File: src/hw/rtl/bole_pkg.sv
`timescale 1ns / 1ps
// ----------------------------------------------------------------------------
// bole_pkg
// Shared sizes, request kinds, status codes and the storage command bundle
// for the bounded ordered list engine.
// ----------------------------------------------------------------------------
package bole_pkg;

   localparam int CAPACITY = 16;
   localparam int IDX_W    = (CAPACITY > 1) ? $clog2(CAPACITY) : 1;
   localparam int CNT_W    = $clog2(CAPACITY + 1);
   localparam int DATA_W   = 32;

   typedef enum logic [3:0] {
      KIND_CLEAR     = 4'd0,
      KIND_INS_HEAD  = 4'd1,
      KIND_INS_TAIL  = 4'd2,
      KIND_DEL_HEAD  = 4'd3,
      KIND_READ_HEAD = 4'd4,
      KIND_SEARCH    = 4'd5,
      KIND_DEL_FIRST = 4'd6,
      KIND_DEL_ALL   = 4'd7,
      KIND_DUMP      = 4'd8
   } kind_type;

   typedef enum logic [1:0] {
      STATUS_OK    = 2'd0,
      STATUS_FULL  = 2'd1,
      STATUS_EMPTY = 2'd2
   } status_type;

   typedef struct packed {
      logic              wr_en;
      logic [IDX_W-1:0]  wr_addr;
      logic [DATA_W-1:0] wr_data;
      logic [IDX_W-1:0]  rd_addr;
   } store_cmd_type;

endpackage

File: src/hw/rtl/bole_store.sv
`timescale 1ns / 1ps
// ----------------------------------------------------------------------------
// bole_store
// Element storage: one write port and one read port with registered data.
// ----------------------------------------------------------------------------
module bole_store
   import bole_pkg::*;
(
   input  logic              clock,
   input  store_cmd_type     cmd,
   output logic [DATA_W-1:0] rd_data
);

   logic [DATA_W-1:0] mem [CAPACITY];
   logic [DATA_W-1:0] rd_data_ff;

   always_ff @(posedge clock) begin
      if (cmd.wr_en) begin
         mem[cmd.wr_addr] <= cmd.wr_data;
      end
      rd_data_ff <= mem[cmd.rd_addr];
   end

   assign rd_data = rd_data_ff;

endmodule

File: src/hw/rtl/bounded_ordered_list_engine.sv
`timescale 1ns / 1ps
// ----------------------------------------------------------------------------
// bounded_ordered_list_engine
// Ordered list of signed 32-bit values held compactly in a small memory and
// walked one entry at a time by a sequencer sharing a single compare unit.
// ----------------------------------------------------------------------------
//  channel | direction | ports                                 | handshake
//  req     | in        | req_kind, req_value                   | req_valid / req_ready
//  rsp     | out       | rsp_status, rsp_found, rsp_element,   | rsp_valid / rsp_ready
//          |           | rsp_position, rsp_count, rsp_last     |
//
//  Clear, full insert, empty-list cases and unused kinds answer from idle; tail insert
//  writes, then answers; read head reads, then answers; head insert moves each entry up
//  one place, last first, then writes the head. Search and deletes walk entries (memory
//  read, then compare and write back); dump answers per element. A held response stalls.
//  Reset clears the state and the count only; the store needs no clearing pass.
//  One transaction in flight: req_ready is low until its last response is taken.
// ----------------------------------------------------------------------------
module bounded_ordered_list_engine
   import bole_pkg::*;
(
   input  logic               clock,
   input  logic               reset,
   input  logic               req_valid,
   output logic               req_ready,
   input  logic [3:0]         req_kind,
   input  logic signed [31:0] req_value,
   output logic               rsp_valid,
   input  logic               rsp_ready,
   output logic [1:0]         rsp_status,
   output logic               rsp_found,
   output logic signed [31:0] rsp_element,
   output logic [4:0]         rsp_position,
   output logic [4:0]         rsp_count,
   output logic               rsp_last
);

   typedef enum logic [4:0] {
      ST_IDLE = 5'b00001,
      ST_READ = 5'b00010,
      ST_EVAL = 5'b00100,
      ST_PUT  = 5'b01000,
      ST_RESP = 5'b10000
   } state_type;

   state_type         state_ff, state_in;
   logic [3:0]        kind_ff, kind_in;
   logic [DATA_W-1:0] value_ff, value_in;
   logic [CNT_W-1:0]  count_ff, count_in;
   logic [IDX_W-1:0]  idx_ff, idx_in;
   logic [CNT_W-1:0]  wr_ff, wr_in;
   logic              hit_ff, hit_in;

   logic [1:0]        rsp_status_ff;
   logic              rsp_found_ff;
   logic [DATA_W-1:0] rsp_element_ff;
   logic [4:0]        rsp_position_ff;
   logic [4:0]        rsp_count_ff;
   logic              rsp_last_ff;

   logic              load;
   status_type        ld_status;
   logic              ld_found;
   logic [DATA_W-1:0] ld_element;
   logic [CNT_W-1:0]  ld_pos;
   logic              ld_last;
   logic [CNT_W+4:0]  cnt_pad;
   logic [CNT_W+4:0]  pos_pad;

   store_cmd_type     cmd;
   logic [DATA_W-1:0] rd_data;
   logic              eq;
   logic              skip;
   logic              last_i;
   logic [CNT_W-1:0]  idx_plus1;
   logic [CNT_W-1:0]  wr_next;

   bole_store u_store (
      .clock   (clock),
      .cmd     (cmd),
      .rd_data (rd_data)
   );

   assign idx_plus1 = CNT_W'(idx_ff) + CNT_W'(1);
   assign last_i    = (idx_plus1 == count_ff);
   assign eq        = (rd_data == value_ff);
   assign skip      = ((kind_ff == KIND_DEL_HEAD) && (idx_ff == '0)) ||
                      ((kind_ff == KIND_DEL_FIRST) && !hit_ff && eq) ||
                      ((kind_ff == KIND_DEL_ALL) && eq);
   assign wr_next   = skip ? wr_ff : wr_ff + CNT_W'(1);

   always_comb begin
      state_in    = state_ff;
      kind_in     = kind_ff;
      value_in    = value_ff;
      count_in    = count_ff;
      idx_in      = idx_ff;
      wr_in       = wr_ff;
      hit_in      = hit_ff;
      load        = 1'b0;
      ld_status   = STATUS_OK;
      ld_found    = 1'b0;
      ld_element  = '0;
      ld_pos      = '0;
      ld_last     = 1'b1;
      cmd.wr_en   = 1'b0;
      cmd.wr_addr = wr_ff[IDX_W-1:0];
      cmd.wr_data = value_ff;
      cmd.rd_addr = idx_ff;

      case (state_ff)
         ST_IDLE: begin
            if (req_valid) begin
               kind_in  = req_kind;
               value_in = req_value;
               idx_in   = '0;
               wr_in    = '0;
               hit_in   = 1'b0;
               case (req_kind)
                  KIND_CLEAR: begin
                     count_in = '0;
                     load     = 1'b1;
                     state_in = ST_RESP;
                  end
                  KIND_INS_HEAD, KIND_INS_TAIL: begin
                     if (count_ff == CNT_W'(CAPACITY)) begin
                        ld_status = STATUS_FULL;
                        load      = 1'b1;
                        state_in  = ST_RESP;
                     end else if (req_kind == KIND_INS_TAIL) begin
                        wr_in    = count_ff;
                        state_in = ST_PUT;
                     end else if (count_ff == '0) begin
                        state_in = ST_PUT;
                     end else begin
                        idx_in   = IDX_W'(count_ff - CNT_W'(1));
                        state_in = ST_READ;
                     end
                  end
                  KIND_DEL_HEAD, KIND_READ_HEAD, KIND_SEARCH, KIND_DEL_FIRST,
                  KIND_DEL_ALL, KIND_DUMP: begin
                     if (count_ff == '0) begin
                        ld_status = STATUS_EMPTY;
                        load      = 1'b1;
                        state_in  = ST_RESP;
                     end else begin
                        state_in = ST_READ;
                     end
                  end
                  default: begin
                     load     = 1'b1;
                     state_in = ST_RESP;
                  end
               endcase
            end
         end
         ST_READ: begin
            state_in = ST_EVAL;
         end
         ST_EVAL: begin
            case (kind_ff)
               KIND_INS_HEAD: begin
                  cmd.wr_en   = 1'b1;
                  cmd.wr_addr = idx_ff + IDX_W'(1);
                  cmd.wr_data = rd_data;
                  if (idx_ff == '0) begin
                     wr_in    = '0;
                     state_in = ST_PUT;
                  end else begin
                     idx_in   = idx_ff - IDX_W'(1);
                     state_in = ST_READ;
                  end
               end
               KIND_READ_HEAD: begin
                  ld_element = rd_data;
                  load       = 1'b1;
                  state_in   = ST_RESP;
               end
               KIND_SEARCH: begin
                  if (eq) begin
                     ld_found = 1'b1;
                     ld_pos   = idx_plus1;
                     load     = 1'b1;
                     state_in = ST_RESP;
                  end else if (last_i) begin
                     load     = 1'b1;
                     state_in = ST_RESP;
                  end else begin
                     idx_in   = idx_ff + IDX_W'(1);
                     state_in = ST_READ;
                  end
               end
               KIND_DEL_HEAD, KIND_DEL_FIRST, KIND_DEL_ALL: begin
                  cmd.wr_en   = !skip;
                  cmd.wr_data = rd_data;
                  wr_in       = wr_next;
                  hit_in      = hit_ff || skip;
                  if (last_i) begin
                     count_in = wr_next;
                     ld_found = (hit_ff || skip) && (kind_ff != KIND_DEL_HEAD);
                     load     = 1'b1;
                     state_in = ST_RESP;
                  end else begin
                     idx_in   = idx_ff + IDX_W'(1);
                     state_in = ST_READ;
                  end
               end
               KIND_DUMP: begin
                  ld_element = rd_data;
                  ld_pos     = idx_plus1;
                  ld_last    = last_i;
                  load       = 1'b1;
                  state_in   = ST_RESP;
               end
               default: begin
                  load     = 1'b1;
                  state_in = ST_RESP;
               end
            endcase
         end
         ST_PUT: begin
            cmd.wr_en = 1'b1;
            count_in  = count_ff + CNT_W'(1);
            load      = 1'b1;
            state_in  = ST_RESP;
         end
         ST_RESP: begin
            if (rsp_ready) begin
               if ((kind_ff == KIND_DUMP) && !rsp_last_ff) begin
                  idx_in   = idx_ff + IDX_W'(1);
                  state_in = ST_READ;
               end else begin
                  state_in = ST_IDLE;
               end
            end
         end
         default: begin
            state_in = ST_IDLE;
         end
      endcase
   end

   assign cnt_pad = {5'b0, count_in};
   assign pos_pad = {5'b0, ld_pos};

   always_ff @(posedge clock) begin
      if (reset) begin
         state_ff <= ST_IDLE;
         count_ff <= '0;
      end else begin
         state_ff <= state_in;
         count_ff <= count_in;
      end
   end

   always_ff @(posedge clock) begin
      kind_ff  <= kind_in;
      value_ff <= value_in;
      idx_ff   <= idx_in;
      wr_ff    <= wr_in;
      hit_ff   <= hit_in;
      if (load) begin
         rsp_status_ff   <= ld_status;
         rsp_found_ff    <= ld_found;
         rsp_element_ff  <= ld_element;
         rsp_position_ff <= pos_pad[4:0];
         rsp_count_ff    <= cnt_pad[4:0];
         rsp_last_ff     <= ld_last;
      end
   end

   assign req_ready    = (state_ff == ST_IDLE);
   assign rsp_valid    = (state_ff == ST_RESP);
   assign rsp_status   = rsp_status_ff;
   assign rsp_found    = rsp_found_ff;
   assign rsp_element  = rsp_element_ff;
   assign rsp_position = rsp_position_ff;
   assign rsp_count    = rsp_count_ff;
   assign rsp_last     = rsp_last_ff;

   a_count_bound: assert property (@(posedge clock) disable iff (reset)
      count_ff <= CNT_W'(CAPACITY))
      else $error("element count above capacity");

   a_one_side: assert property (@(posedge clock) disable iff (reset)
      !(req_ready && rsp_valid))
      else $error("request accepted while a response is pending");

   a_compact_behind: assert property (@(posedge clock) disable iff (reset)
      (state_ff == ST_EVAL && (kind_ff == KIND_DEL_HEAD || kind_ff == KIND_DEL_FIRST ||
       kind_ff == KIND_DEL_ALL)) |-> (wr_ff <= CNT_W'(idx_ff)))
      else $error("compaction write index ahead of read index");

   a_last_frees: assert property (@(posedge clock) disable iff (reset)
      (rsp_valid && rsp_ready && rsp_last) |=> req_ready)
      else $error("engine not ready after final response");

   a_clear_count: assert property (@(posedge clock) disable iff (reset)
      (req_valid && req_ready && req_kind == KIND_CLEAR) |=> (rsp_valid && rsp_count == 5'd0))
      else $error("clear did not report an empty list");

endmodule

File: config.mk
export PLATFORM = sky130hd
export DESIGN_NAME = bounded_ordered_list_engine
export DESIGN_NICKNAME = d
export VERILOG_FILES = /design/src/hw/rtl/bole_pkg.sv /design/src/hw/rtl/bole_store.sv /design/src/hw/rtl/bounded_ordered_list_engine.sv
export SDC_FILE = /design/constraint.sdc
export NUM_CORES = 1
export LEC_CHECK = 0
export BUFFER_PORTS_ARGS = -buffer_cell sky130_fd_sc_hd__buf_2
export CAP_MARGIN = 10
export CELL_PAD_IN_SITES_DETAIL_PLACEMENT = 1
export CELL_PAD_IN_SITES_GLOBAL_PLACEMENT = 2
export CORE_MARGIN = 5
export CORE_UTILIZATION = 52
export DETAILED_ROUTE_END_ITERATION = 12
export GPL_ROUTABILITY_DRIVEN = 0
export PLACE_DENSITY = 0.82
export SKIP_CTS_REPAIR_TIMING = 1
export SLEW_MARGIN = 10
export SYNTH_ARGS = -nofsm -noshare
export SYNTH_HDL_FRONTEND = slang
export SYNTH_SLANG_ARGS = --single-unit
File: constraint.sdc
create_clock -name clock -period 7.4 [get_ports clock]
set_input_delay 2.22 -clock clock [delete_from_list [all_inputs] [get_ports clock]]
set_output_delay 2.22 -clock clock [all_outputs]
set_load 0.005 [all_outputs]
After elaboration in Yosys (flattened, before gate mapping)

Memories as Yosys holds them, arrays and structs flattened. A register that Yosys moved wholly into a read port is not among the register bits.
Cells that the tools add are included.

Output and inout bits: 48
Logic and storage cells: 146
Flip-flop bits (word level): 102
Memories kept: 1
Bits of input ports: 40
Bits in writable memories: 512

Memories:

| name        | words | bits a word | read ports | clocked after memory_dff | wr ports | RTL line         | text |
|---|---|---|---|---|---|---|---|
| u_store.mem | 16    | 32          | 1          | 1                        | 1        | bole_store.sv:14 | `logic [DATA_W-1:0] mem [CAPACITY];` |

Multiplexer cells: 64
Reductions and logical operators: 29
Equal/unequal tests: 33
$add $sub $neg: 6

Operators with widths:

| kind                                                  | number |
|---|---|
| 2-to-1 mux 5 bit                                      | 17 |
| 2-to-1 mux 4 bit                                      | 14 |
| case mux 5 bit (2 select lines)                       | 4 |
| 2-to-1 mux 36 bit                                     | 1 |
| == test 32 bit                                        | 1 |
| == test 4 x 3 -> 1 bit, second input constant         | 8 |
| 2-to-1 mux 32 bit                                     | 1 |
| case mux 5 bit (3 select lines)                       | 2 |
| case mux 5 bit (5 select lines)                       | 1 |
| case mux 4 bit (3 select lines)                       | 2 |
| == test 4 x 2 -> 1 bit, second input constant         | 3 |
| 2-to-1 mux 1 bit                                      | 12 |
| adder 5 x 1 -> 5 bit, second input constant           | 2 |
| == test 5 bit, second input constant                  | 2 |
| case mux 1 bit (2 select lines)                       | 5 |
| inequality test 3 bit, second input constant          | 3 |
| == test 4 x 1 -> 1 bit, second input constant         | 2 |
| == test 4 bit, second input constant                  | 2 |
| zero test 4 bit                                       | 2 |
| AND reduction 2 bit                                   | 4 |
| subtractor 4 x 1 -> 4 bit, second input constant      | 2 |
| AND reduction 7 bit                                   | 1 |
| logical AND 1 bit                                     | 6 |
| inequality test 2 x 1 -> 1 bit, second input constant | 3 |
| 25 further kinds                                      | 32 |

Depth between registers and ports, before layout

Gate-level depths: netlist of the first run.

Depth after elaboration: 10
Gate-level depth with buffers: 13

Cells and area by module

From an unflattened synthesis of the first run, not the netlist that was laid out.

Cells, all modules: 1331
Area total of the unflattened synthesis: 25471.9 µm²

By module, submodules not included:

| module                      | seq. area each (µm²) | area each (µm²) | cells an instance | instances |
|---|---|---|---|---|
| bole_store                  | 16015.4              | 19835.3         | 838               | 1 |
| bounded_ordered_list_engine | 2962.8               | 5636.7          | 493               | 1 |

Worst setup path before layout of the first run

Ideal clock, no wire load.

Path kind: reg2reg
From: reg idx_ff[1]
To: mem u_store.mem[15][0], enable pin
Path slack: 2.456 ns
Arrival time: 4.483 ns
Required time: 6.939 ns
Period minus slack after synthesis: 4.944 ns
Cell stages (with the launch flop): 12
Cell sequence: edfxtp_1 > clkbuf_1 > clkbuf_1 > clkbuf_1 > inv_1 > ha_1 > nor3b_1 > nand3b_1 > a21oi_1 > o211a_2 > buf_2 > nor3_1

Word-level cells in the longest chain between the ends: 9
Elaborated cells on any way between the ends: 12

RTL lines:

| what                                   | RTL line                           | text |
|---|---|---|
| start, declared                        | bounded_ordered_list_engine.sv:50  | `logic [IDX_W-1:0] idx_ff, idx_in;` |
| start signal, assigned                 | bounded_ordered_list_engine.sv:259 | `idx_ff <= idx_in;` |
| zero test 4 bit                        | bounded_ordered_list_engine.sv:87  | `assign skip = ((kind_ff == KIND_DEL_HEAD) && (idx_ff == '0)) \|\|` |
| logical AND 1 bit                      | bounded_ordered_list_engine.sv:87  |  |
| logical OR 1 bit                       | bounded_ordered_list_engine.sv:87  |  |
| logical OR 1 bit                       | bounded_ordered_list_engine.sv:88  | `((kind_ff == KIND_DEL_FIRST) && !hit_ff && eq) \|\|` |
| zero test 1 bit                        | bounded_ordered_list_engine.sv:194 | `cmd.wr_en = !skip;` |
| case mux 1 bit (2 select lines)        | bounded_ordered_list_engine.sv:161 | `case (kind_ff)` |
| case mux 1 bit (2 select lines)        | bounded_ordered_list_engine.sv:111 | `case (state_ff)` |
| 2-to-1 mux 1 bit                       | bole_store.sv:18                   | `if (cmd.wr_en) begin` |
| 2-to-1 mux 1 bit (not written as such) | bole_store.sv:19                   | `mem[cmd.wr_addr] <= cmd.wr_data;` |
| end, declared                          | bole_store.sv:14                   |  |

Several ways; a longest one is shown, not always the timed one.

Worst setup path in the final report of the first run

From: reg idx_ff[1]
To: reg rsp_element_ff[21] (netlist: rsp_element[21]), enable pin

Word-level cells in the longest chain between the ends: 6

RTL lines:

| what                                | RTL line                                                               | text |
|---|---|---|
| adder 4 x 1 -> 5 bit (*)            | bounded_ordered_list_engine.sv:84                                      | `assign idx_plus1 = CNT_W'(idx_ff) + CNT_W'(1);` |
| == test 5 bit (*)                   | bounded_ordered_list_engine.sv:85                                      | `assign last_i = (idx_plus1 == count_ff);` |
| 2-to-1 mux 1 bit (*)                | bounded_ordered_list_engine.sv:185, bounded_ordered_list_engine.sv:198 |  |
| 2-to-1 mux 1 bit                    | bounded_ordered_list_engine.sv:180                                     | `if (eq) begin` |
| case mux 1 bit (3 select lines) (*) | bounded_ordered_list_engine.sv:161                                     |  |
| case mux 1 bit (3 select lines) (*) | bounded_ordered_list_engine.sv:111                                     |  |
| via load                            | bounded_ordered_list_engine.sv:61                                      | `logic load;` |
| end signal, assigned                | bounded_ordered_list_engine.sv:265                                     | `rsp_element_ff <= ld_element;` |
| end, declared                       | bounded_ordered_list_engine.sv:56                                      | `logic [DATA_W-1:0] rsp_element_ff;` |

The timed path passes the listed nets; every way through them passes the cells marked *.
A chain may end at the register's enable or synchronous reset.

==> results of run 1 <==
metal layers:
layer  up-vias  track usage [%]  share of wire, %
met2       492             39.1                50
met5         -                0                 0
met1      6871             32.7                41
li1       5396                -                 -
met3       107             4.86               6.5
met4         0             7.04               2.8
sequential cells by signal, summed over array words and instances, names as in the netlist, 5 cells and up:
register and cells:
value_ff 32, wr_ff 5, rsp_position 5, rsp_count 5, u_store.mem 512, count_ff 5
state_ff 5, u_store.rd_data 32, rsp_element 32
cell usage in the layout, fill, tap and decap left out, types with 4 or more instances in the layout:
cell       instances
o21ai_0           11
nor4_1             5
nand3_1           14
o21ai_1            6
buf_2             87
mux4_2           160
a211o_1            4
and3_1             5
dfxtp_1           42
xor2_1            10
clkbuf_1          19
a31oi_1            5
nor2_1            30
nor3_1            13
inv_1             12
clkinv_2           9
nand2_1           37
o22ai_1            4
nor3b_1            4
ha_1               7
edfxtp_1         604
nand4_1           14
mux2i_1            5
nor3_2            17
a21oi_1            8
clkinv_1           9
nand2b_1           8
mux2_2            32
nand3b_1           5
bufinv_16          5
xnor2_1           34
nor2b_1            8
buf_4             26
clkbuf_16         72
and2_1            36
final cells by class:
class | count | area share (%)
flip-flops and latches | 646 | 65.6
multi-input cells | 536 | 21.7
clock buffers | 94 | 6.61
well taps | 622 | 2.69
repair buffers | 114 | 2.25
clock inverters | 30 | 1.07
inverters | 13 | 0.169
power breakdown:
| part | total (mW) | internal [mW] | switching [mW] |
|---|---|---|---|
| clock network | 3.38 | 1.99 | 1.39 |
| registers | 4.30 | 4.17 | 0.127 |
| logic | 1.08 | 0.475 | 0.603 |
| total | 8.75 | 6.64 | 2.12 |
metrics by stage:
stage | hold slack, ns | power [mW] | setup slack (ns)
detailed placement | 0.537 | 5.45 | 2.74
CTS | 0.553 | 8.83 | 2.96
global placement | 0.533 | 5.42 | 2.82
global route | 0.569 | 9.07 | 2.74
finish | 0.554 | 8.75 | 3.01
floorplan | 0.505 | 5.06 | 2.46
synthesized netlist by cell type (all sizes together), types with 2 or more instances:
cell / n
or2: 5
mux4: 160
or4: 2
nand2b: 8
or4b: 2
nor3b: 4
o21a: 3
a31oi: 5
nor4b: 2
or3: 3
dfxtp: 42
inv: 13
a32oi: 3
a21o: 2
a211o: 4
edfxtp: 604
nand3b: 5
buf: 26
nor4: 6
o211ai: 3
nand3: 14
o21ai: 17
nand2: 38
xor2: 10
nor2: 30
a211oi: 2
o31ai: 2
a22oi: 3
and3: 5
xnor2: 34
ha: 7
nor3: 30
nand4: 14
clkbuf: 27
mux2i: 5
mux2: 32
o22ai: 4
nor2b: 8
a21oi: 8
o221ai: 2
and2: 37
kinds of logic (layout without fill, tap and decap cells):
family                     after synthesis  after routing  synth area share [%]
AOI/OAI and AO/OA                       69             69                  1.93
buffers and inverters                   66            251                  1.04
muxes                                  197            197                  15.8
adders and majority gates                7              7                 0.344
xor gates and xnor gates                45             45                  1.60
and+or+nand+nor                        218            218                  4.65
DFF                                    646            646                  74.6
worst max-delay path: stages (launching register included):
cell,delay [ns]
edfxtp_1,0.34
buf_4,0.87
ha_1,0.43
nor2b_1,0.09
o32a_1,0.38
a211oi_4,0.37
o21ai_0,0.14
a21oi_1,0.19
or3_2,0.67
buf_4,0.50
path summary, 6_finish.rpt:
path	from	endpoint	slack, ns	depth (start not counted)
worst max-delay path	idx_ff[1]$_DFFE_PP_	rsp_element[21]$_SDFFCE_PN0P_	3.01	9
worst min-delay path	state_ff[1]$_SDFFE_PP0P_	state_ff[2]$_SDFFE_PP0P_	0.55	1
worst max register to register	idx_ff[1]$_DFFE_PP_	rsp_element[21]$_SDFFCE_PN0P_	3.01	9
worst min register to register	state_ff[1]$_SDFFE_PP0P_	state_ff[2]$_SDFFE_PP0P_	0.55	1
==> reports/results.tsv, run 1 <==
metric	value	unit
root buffer cell	clkbuf_16	
TritonRoute pass-1 iters	5	
clock tree sinks	646	
EDFF count, synth	604	
share of cells above drive strength 1	29.8	%
Crit. End Element	flop	
Nets	1426	
syn nets	1295	
top-area cell type share of the netlist area	71.3	%
grt ovf	0	
CTS Buffer Depth	3	
setup TNS	0	ns
WS Path Type	reg -> reg	
FFs w/ async S/R, synth	0	%
Fmax	0.228	GHz
Slew headroom	21.6	%
mapped cell area	25400	um2
Syn Area/Cell	20.4	um2
CTS Buf Count	68	
Data arrival, critical path	4.63	ns
Synth area leader	edfxtp_1	
All-Layer GR Usage	23.7	%
iteration-0 DRC count of the detailed router	1186	
filler cell count	4155	
full die area	53400	um2
initial antenna violation count	0	
Initial Utilization	52.3	%
RSZ-0062 raised after global routing	false	
crit start category	flop	
Static Leak	9.30	nW
n_diodes	0	
final worst-path cycle share	59.3	%
Hold Path Class	reg -> reg	
Max Cap Viol	0	
most common flop cell mapped by yosys	edfxtp_1	
largest net degree at the start of global routing	98	
I/O pin total	88	
Crit Path Max Fanout	73	
PwrDens	302	nW/um2
final core utilization	59.5	%
max-slew violations	0	
worst slew pin tran	1.18	ns
Clk pin slew, worst setup/hold paths	0.07	ns
vias per inst	6.26	
post-synthesis cell type count	66	
port bufs	87	
sequential cell area fraction in the yosys report	74.6	%
die height	231	um
H-tree depth	3	
vias in the first global route	13600	
Setup Skew	0.0253	ns
cell count after synthesis	1248	
CTS tree	built	
register bit count reported by yosys	646	
Die X	231	um
Final HPWL DP	35900	um
FF+latch area	19000	um2
Post-DRT Antenna Nets	0	
synth top area cells	edfxtp_1 71%, mux4_2 14%, dfxtp_1 3.3%	
# setup viols final	0	
WL final	62700	um
Via Count	12900	
Clock Latency Late Sink	0.61	ns
Residual DRC	0	
core area	48600	um2
worst endpoint required time	7.64	ns
site row count	81	
fin cells	2055	
VDD IR-drop max	196	uV
Finished Cell Area	29000	um2
Multi-input gate area	6270	um2
Yosys Warn Count	0	
placed cell count	1931	
Period minus WS final	4.39	ns
drt wl/cell	30.5	um
run status	complete, no violations	
endpoints failing hold	0	
first-pass GRT wire length	92300	um
Post-DP Area	26700	um2
area delta synth->final	13.9	%
Power figures use the tool's default switching activity.
==> inputs of run 2 (changes only) <==
--- a/config.mk
+++ b/config.mk
@@ -10,10 +10,10 @@
 export CELL_PAD_IN_SITES_DETAIL_PLACEMENT = 1
 export CELL_PAD_IN_SITES_GLOBAL_PLACEMENT = 2
 export CORE_MARGIN = 5
-export CORE_UTILIZATION = 52
+export CORE_UTILIZATION = 49
 export DETAILED_ROUTE_END_ITERATION = 12
 export GPL_ROUTABILITY_DRIVEN = 0
-export PLACE_DENSITY = 0.82
+export PLACE_DENSITY = 0.78
 export SKIP_CTS_REPAIR_TIMING = 1
 export SLEW_MARGIN = 10
 export SYNTH_ARGS = -nofsm -noshare
==> constraint.sdc (replaced) <==
create_clock -name clock -period 4.5 [get_ports clock]
set_input_delay 1.35 -clock clock [delete_from_list [all_inputs] [get_ports clock]]
set_output_delay 1.35 -clock clock [all_outputs]
set_load 0.005 [all_outputs]
==> run 2 against run 1 <==
Sequential share of layout area shrank 0.25 points. Worst setup slack got worse by 2.4 ns. Maximum frequency increased by 13%. Routed wire length down 0.78%. Register-to-register slack got worse by 2.4 ns. Die area increased by 5.9%. First-iteration DRC count is 1.6% lower. Combinational power up 72%. Critical path depth decreased by 2. Count of clock-buffer cells in the layout decreased by 4. Largest cell class unchanged. Largest power group unchanged. Highest routed layer unchanged.
==> reports/results.tsv, run 2 (synthesis gave the netlist of run 1 again) <==
metric	value	unit
initial antenna violation count	0	
Finished Cell Area	29100	um2
core area	51400	um2
crit start category	flop	
Clock Latency Late Sink	0.61	ns
Residual DRC	0	
PwrDens	495	nW/um2
Data arrival, critical path	4.15	ns
endpoints failing hold	0	
Clk pin slew, worst setup/hold paths	0.06	ns
Post-DRT Antenna Nets	0	
Clk pwr share	38.1	%
grt ovf	0	
Period minus WS final	3.87	ns
CP Launch Point	value_ff[3]$_DFFE_PP_	
max reg flops	512	
RSZ-0062 raised after global routing	false	
Hold Startpoint	state_ff[1]$_SDFFE_PP0P_	
drt wl/cell	29.3	um
CP dominant cell by count	nand4_1	
switch share	24.9	%
iteration-0 DRC count of the detailed router	1167	
Max Cap Viol	0	
port bufs	87	
WL final	62300	um
Slew headroom	29.9	%
worst endpoint required time	4.78	ns
Setup Skew	0.0218	ns
final core utilization	56.5	%
Die X	238	um
final worst-path cycle share	86.0	%
commonest non-fill, non-tap cells in the layout	604 x edfxtp_1, 160 x mux4_2, 87 x buf_2	
root buffer cell	clkbuf_16	
critical path's slowest cell	nor4_1	
I/O pin total	88	
All-Layer GR Usage	22.4	%
Crit Path Max Fanout	19	
Sw Pwr	3.58	mW
Crit. End Element	flop	
CP cell instances	xnor2_1, nand4_1, nor4_1, nand4_1, a21oi_1, or3_2, buf_4	
setup TNS	0	ns
# setup viols final	0	
commonest non-fill, non-tap cell in the layout	edfxtp_1	
worst slew pin tran	1.05	ns
clock tree sinks	646	
share of cells above drive strength 1	30.6	%
Crit path largest cell delay	0.69	ns
largest net degree at the start of global routing	113	
first-pass GRT wire length	94100	um
die height	238	um
area delta synth->final	14.3	%
Final HPWL DP	37700	um
CTS Buffer Depth	3	
full die area	56500	um2
run status	complete, no violations	
n_diodes	0	
CTS Buf Count	68	
CTS tree	built	
total power	14.4	mW
max-slew violations	0	
H-tree depth	3	
WS Path Type	reg -> reg	
Static Leak	9.36	nW
Sequential Power Share	49.0	%
R2R Path Start	value_ff[3]$_DFFE_PP_	
vias per inst	6.04	
largest reg by FF count	u_store.mem	
TritonRoute pass-1 iters	5	
Post-DP Area	26900	um2
combinational share of power	12.9	%
VDD IR-drop max	378	uV
Hold Path Class	reg -> reg	
Nets	1437	
Via Count	12800	
Cell Int Power	10.8	mW
Initial Utilization	49.5	%
vias in the first global route	13800	
Fmax	0.258	GHz
site row count	83	
==> run 2: cell types whose count changed in the layout (fill, tap and decap cells not counted), sizes merged <==
| cell | before | now |
|---|---|---|
| clkinv | 22 | 25 |
| clkbuf | 94 | 90 |
| inv | 13 | 18 |
| buf | 114 | 125 |
| bufinv | 5 | 3 |
==> run 2: power groups by stage <==
stage	logic [mW]	clock network, mW	registers [mW]
6_report	1.86	5.48	7.05
5_1_grt	1.98	5.92	7.07
4_1_cts	1.89	5.61	7.05
3_5_place_dp	1.88	0	7.18
3_3_place_gp	1.84	0	7.16
2_1_floorplan	1.23	0	7.10
==> run 2: final timing paths <==
path | to | slack [ns] | depth (start not counted)
worst max-delay path | rsp_element[31]$_SDFFCE_PN0P_ | 0.63 | 7
worst min-delay path | state_ff[2]$_SDFFE_PP0P_ | 0.55 | 1
worst max register to register | rsp_element[31]$_SDFFCE_PN0P_ | 0.63 | 7
worst min register to register | state_ff[2]$_SDFFE_PP0P_ | 0.55 | 1
==> run 2: through the flow <==
stage                     hold slack [ns]  instances  setup slack [ns]
after detailed placement            0.542       2000             0.589
final                               0.550       2126             0.631
after floorplan                     0.505       1248            -0.444
after global placement              0.536       2000             0.634
after CTS                           0.550       2126             0.574
after global routing                0.588       2126             0.378
==> run 2: layer usage <==
layer / GRT usage (%) / wire, um / share of wire (%) / up-vias
met5: 0 / 0 / 0 / -
met4: 5.40 / 1020 / 1.6 / 0
met3: 3.97 / 3860 / 6.2 / 66
met2: 35.6 / 30600 / 49 / 432
met1: 32.7 / 26800 / 43 / 6905
li1: - / - / - / 5434
==> run 2: cell type report <==
cell class	instances	area (um2)
Inverter	13	48.8
Multi-Input combinational cell	536	6270
Timing Repair Buffer	125	733
Clock buffer	90	1900
Clock inverter	36	283
Sequential cell	646	19000
Tap cell	680	851
Fill cell	4466	22300
==> run 2: critical path: cells and delay by family, from the launching register on <==
family	cells	cell delay, ns
simple gates	4	1.81
flops	1	0.48
buf+inv	1	0.39
compound gates	1	0.31
xor+xnor	1	0.55
==> inputs of run 3 (changes only) <==
--- a/config.mk
+++ b/config.mk
@@ -5,15 +5,16 @@
 export SDC_FILE = /design/constraint.sdc
 export NUM_CORES = 1
 export LEC_CHECK = 0
-export BUFFER_PORTS_ARGS = -buffer_cell sky130_fd_sc_hd__buf_2
 export CAP_MARGIN = 10
 export CELL_PAD_IN_SITES_DETAIL_PLACEMENT = 1
 export CELL_PAD_IN_SITES_GLOBAL_PLACEMENT = 2
 export CORE_MARGIN = 5
-export CORE_UTILIZATION = 49
+export CORE_UTILIZATION = 50
+export CTS_CLUSTER_SIZE = 14
 export DETAILED_ROUTE_END_ITERATION = 12
+export DONT_BUFFER_PORTS = 1
 export GPL_ROUTABILITY_DRIVEN = 0
-export PLACE_DENSITY = 0.78
+export PLACE_DENSITY = 0.77
 export SKIP_CTS_REPAIR_TIMING = 1
 export SLEW_MARGIN = 10
 export SYNTH_ARGS = -nofsm -noshare
==> run 3 against run 2 <==
Power down 1.3%. Register-to-register slack gained 0.28 ns. Highest routed layer is now met5. Worst setup slack better by 0.28 ns. Maximum frequency grew 7.9%. Largest cell class unchanged. Cell area decreased by 1.7%. Flip-flop and latch count did not move. Critical path type unchanged. Clock power shrank 3%. First-iteration DRC count is 10% lower.
==> reports/results.tsv, run 3 (synthesis gave the netlist of run 1 again) <==
metric	value	unit
WL final	62000	um
Fmax	0.279	GHz
fin cells	2032	
grt ovf	0	
Data arrival, critical path	3.86	ns
iteration-0 DRC count of the detailed router	1050	
H-tree depth	3	
run status	complete, no violations	
crit start category	flop	
Setup Skew	0.0264	ns
setup TNS	0	ns
final worst-path cycle share	79.7	%
port bufs	0	
CTS tree	built	
placed cell count	1906	
Top delay family on crit path	simple AND/OR/NAND/NOR gates	
Crit Path Max Fanout	32	
endpoints failing hold	0	
commonest non-fill, non-tap cells in the layout	604 x edfxtp_1, 160 x mux4_2, 70 x clkbuf_16	
CP cell instances	xnor2_1, nand4_1, nor4_1, buf_4, nand4_1, a21oi_1, o211a_2, nor3_2, buf_4	
Crit path largest cell delay	0.53	ns
drt wl/cell	30.5	um
Clock Latency Late Sink	0.61	ns
share of cells above drive strength 1	25.4	%
worst endpoint required time	4.77	ns
core area	50300	um2
TritonRoute pass-1 iters	5	
Hold Path Class	reg -> reg	
clock tree sinks	646	
worst hold slack	0.563	ns
Crit path depth	9	
commonest non-fill, non-tap cell in the layout	edfxtp_1	
VDD IR-drop max	303	uV
vias in the first global route	13100	
Hold Startpoint	state_ff[1]$_SDFFE_PP0P_	
Residual DRC	0	
die height	235	um
R2R Path End	u_store.mem[4][28]$_DFFE_PP_	
RSZ-0062 raised after global routing	false	
Period minus WS final	3.59	ns
Static Leak	8.97	nW
# setup viols final	0	
final core utilization	56.8	%
WS Path Type	reg -> reg	
Die X	235	um
root buffer cell	clkbuf_16	
Via Count	12400	
Clk pin slew, worst setup/hold paths	0.06	ns
R2R Path Start	value_ff[6]$_DFFE_PP_	
Nets	1350	
Post-DRT Antenna Nets	0	
worst-case reg-to-reg path depth	9	
site row count	82	
Slew headroom	32.0	%
Initial Utilization	50.6	%
I/O pin total	88	
full die area	55500	um2
max reg flops	512	
largest net degree at the start of global routing	96	
Final HPWL DP	39000	um
Hold EP	state_ff[2]$_SDFFE_PP0P_	
Crit path buffers/inverters	2	
vias per inst	6.10	
first-pass GRT wire length	92100	um
max-slew violations	0	
initial antenna violation count	4	
flop-to-flop setup slack	0.91	ns
PwrDens	497	nW/um2
CTS Buffer Depth	3	
largest reg by FF count	u_store.mem	
Crit. End Element	flop	
CTS Buf Count	67	
Max Cap Viol	0	
worst slew pin tran	1.02	ns
Min-Delay Path Depth	1	
area delta synth->final	12.4	%
critical path's slowest cell	o211a_2	
All-Layer GR Usage	22.5	%
-- run 3: layout make-up --
type,instances,area [um2]
Multi-Input combinational cell,536,6270
Timing Repair Buffer,39,330
Sequential cell,646,19000
Clock inverter,26,204
Tap cell,672,841
Antenna cell,2,5.00
Inverter,13,48.8
Fill cell,4304,21700
Clock buffer,98,1890
-- run 3: worst reg2reg max path: stages (launching register included) --
cell      delay (ns)
edfxtp_1        0.46
xnor2_1         0.52
nand4_1         0.18
nor4_1          0.50
buf_4           0.24
nand4_1         0.13
a21oi_1         0.23
o211a_2         0.53
nor3_2          0.11
buf_4           0.35
-- run 3: per-layer routing --
layer	part of all wire, %	track usage, %
met4	1.9	6.09
met5	0.032	0
met2	48	35.4
met1	43	31.9
met3	7.1	5.81
-- run 3: worst max path at each step --
stage / from / endpoint / slack [ns]
final: value_ff[6]$_DFFE_PP_ / u_store.mem[4][28]$_DFFE_PP_ / 0.91
after detailed placement: value_ff[3]$_DFFE_PP_ / u_store.mem[4][13]$_DFFE_PP_ / 0.95
after global routing: value_ff[9]$_DFFE_PP_ / u_store.mem[6][28]$_DFFE_PP_ / 0.67
after CTS: value_ff[3]$_DFFE_PP_ / u_store.mem[4][28]$_DFFE_PP_ / 0.93
after global placement: value_ff[3]$_DFFE_PP_ / u_store.mem[4][17]$_DFFE_PP_ / 0.92
after floorplan: idx_ff[1]$_DFFE_PP_ / u_store.mem[15][0]$_DFFE_PP_ / -0.44
-- run 3: through the flow --
| step | setup slack (ns) | cell area (um2) | power (mW) |
|---|---|---|---|
| 2_1_floorplan | -0.444 | 25400 | 8.32 |
| 3_3_place_gp | 0.924 | 26500 | 8.99 |
| 3_5_place_dp | 0.948 | 26500 | 9.03 |
| 4_1_cts | 0.928 | 28600 | 14.3 |
| 5_1_grt | 0.674 | 28600 | 14.7 |
| 6_report | 0.913 | 28600 | 14.2 |
-- run 3: power breakdown --
part | switching, mW | total (mW) | internal [mW]
Sequential | 0.231 | 7.09 | 6.86
Clock | 2.27 | 5.31 | 3.05
Combinational | 1.04 | 1.79 | 0.755
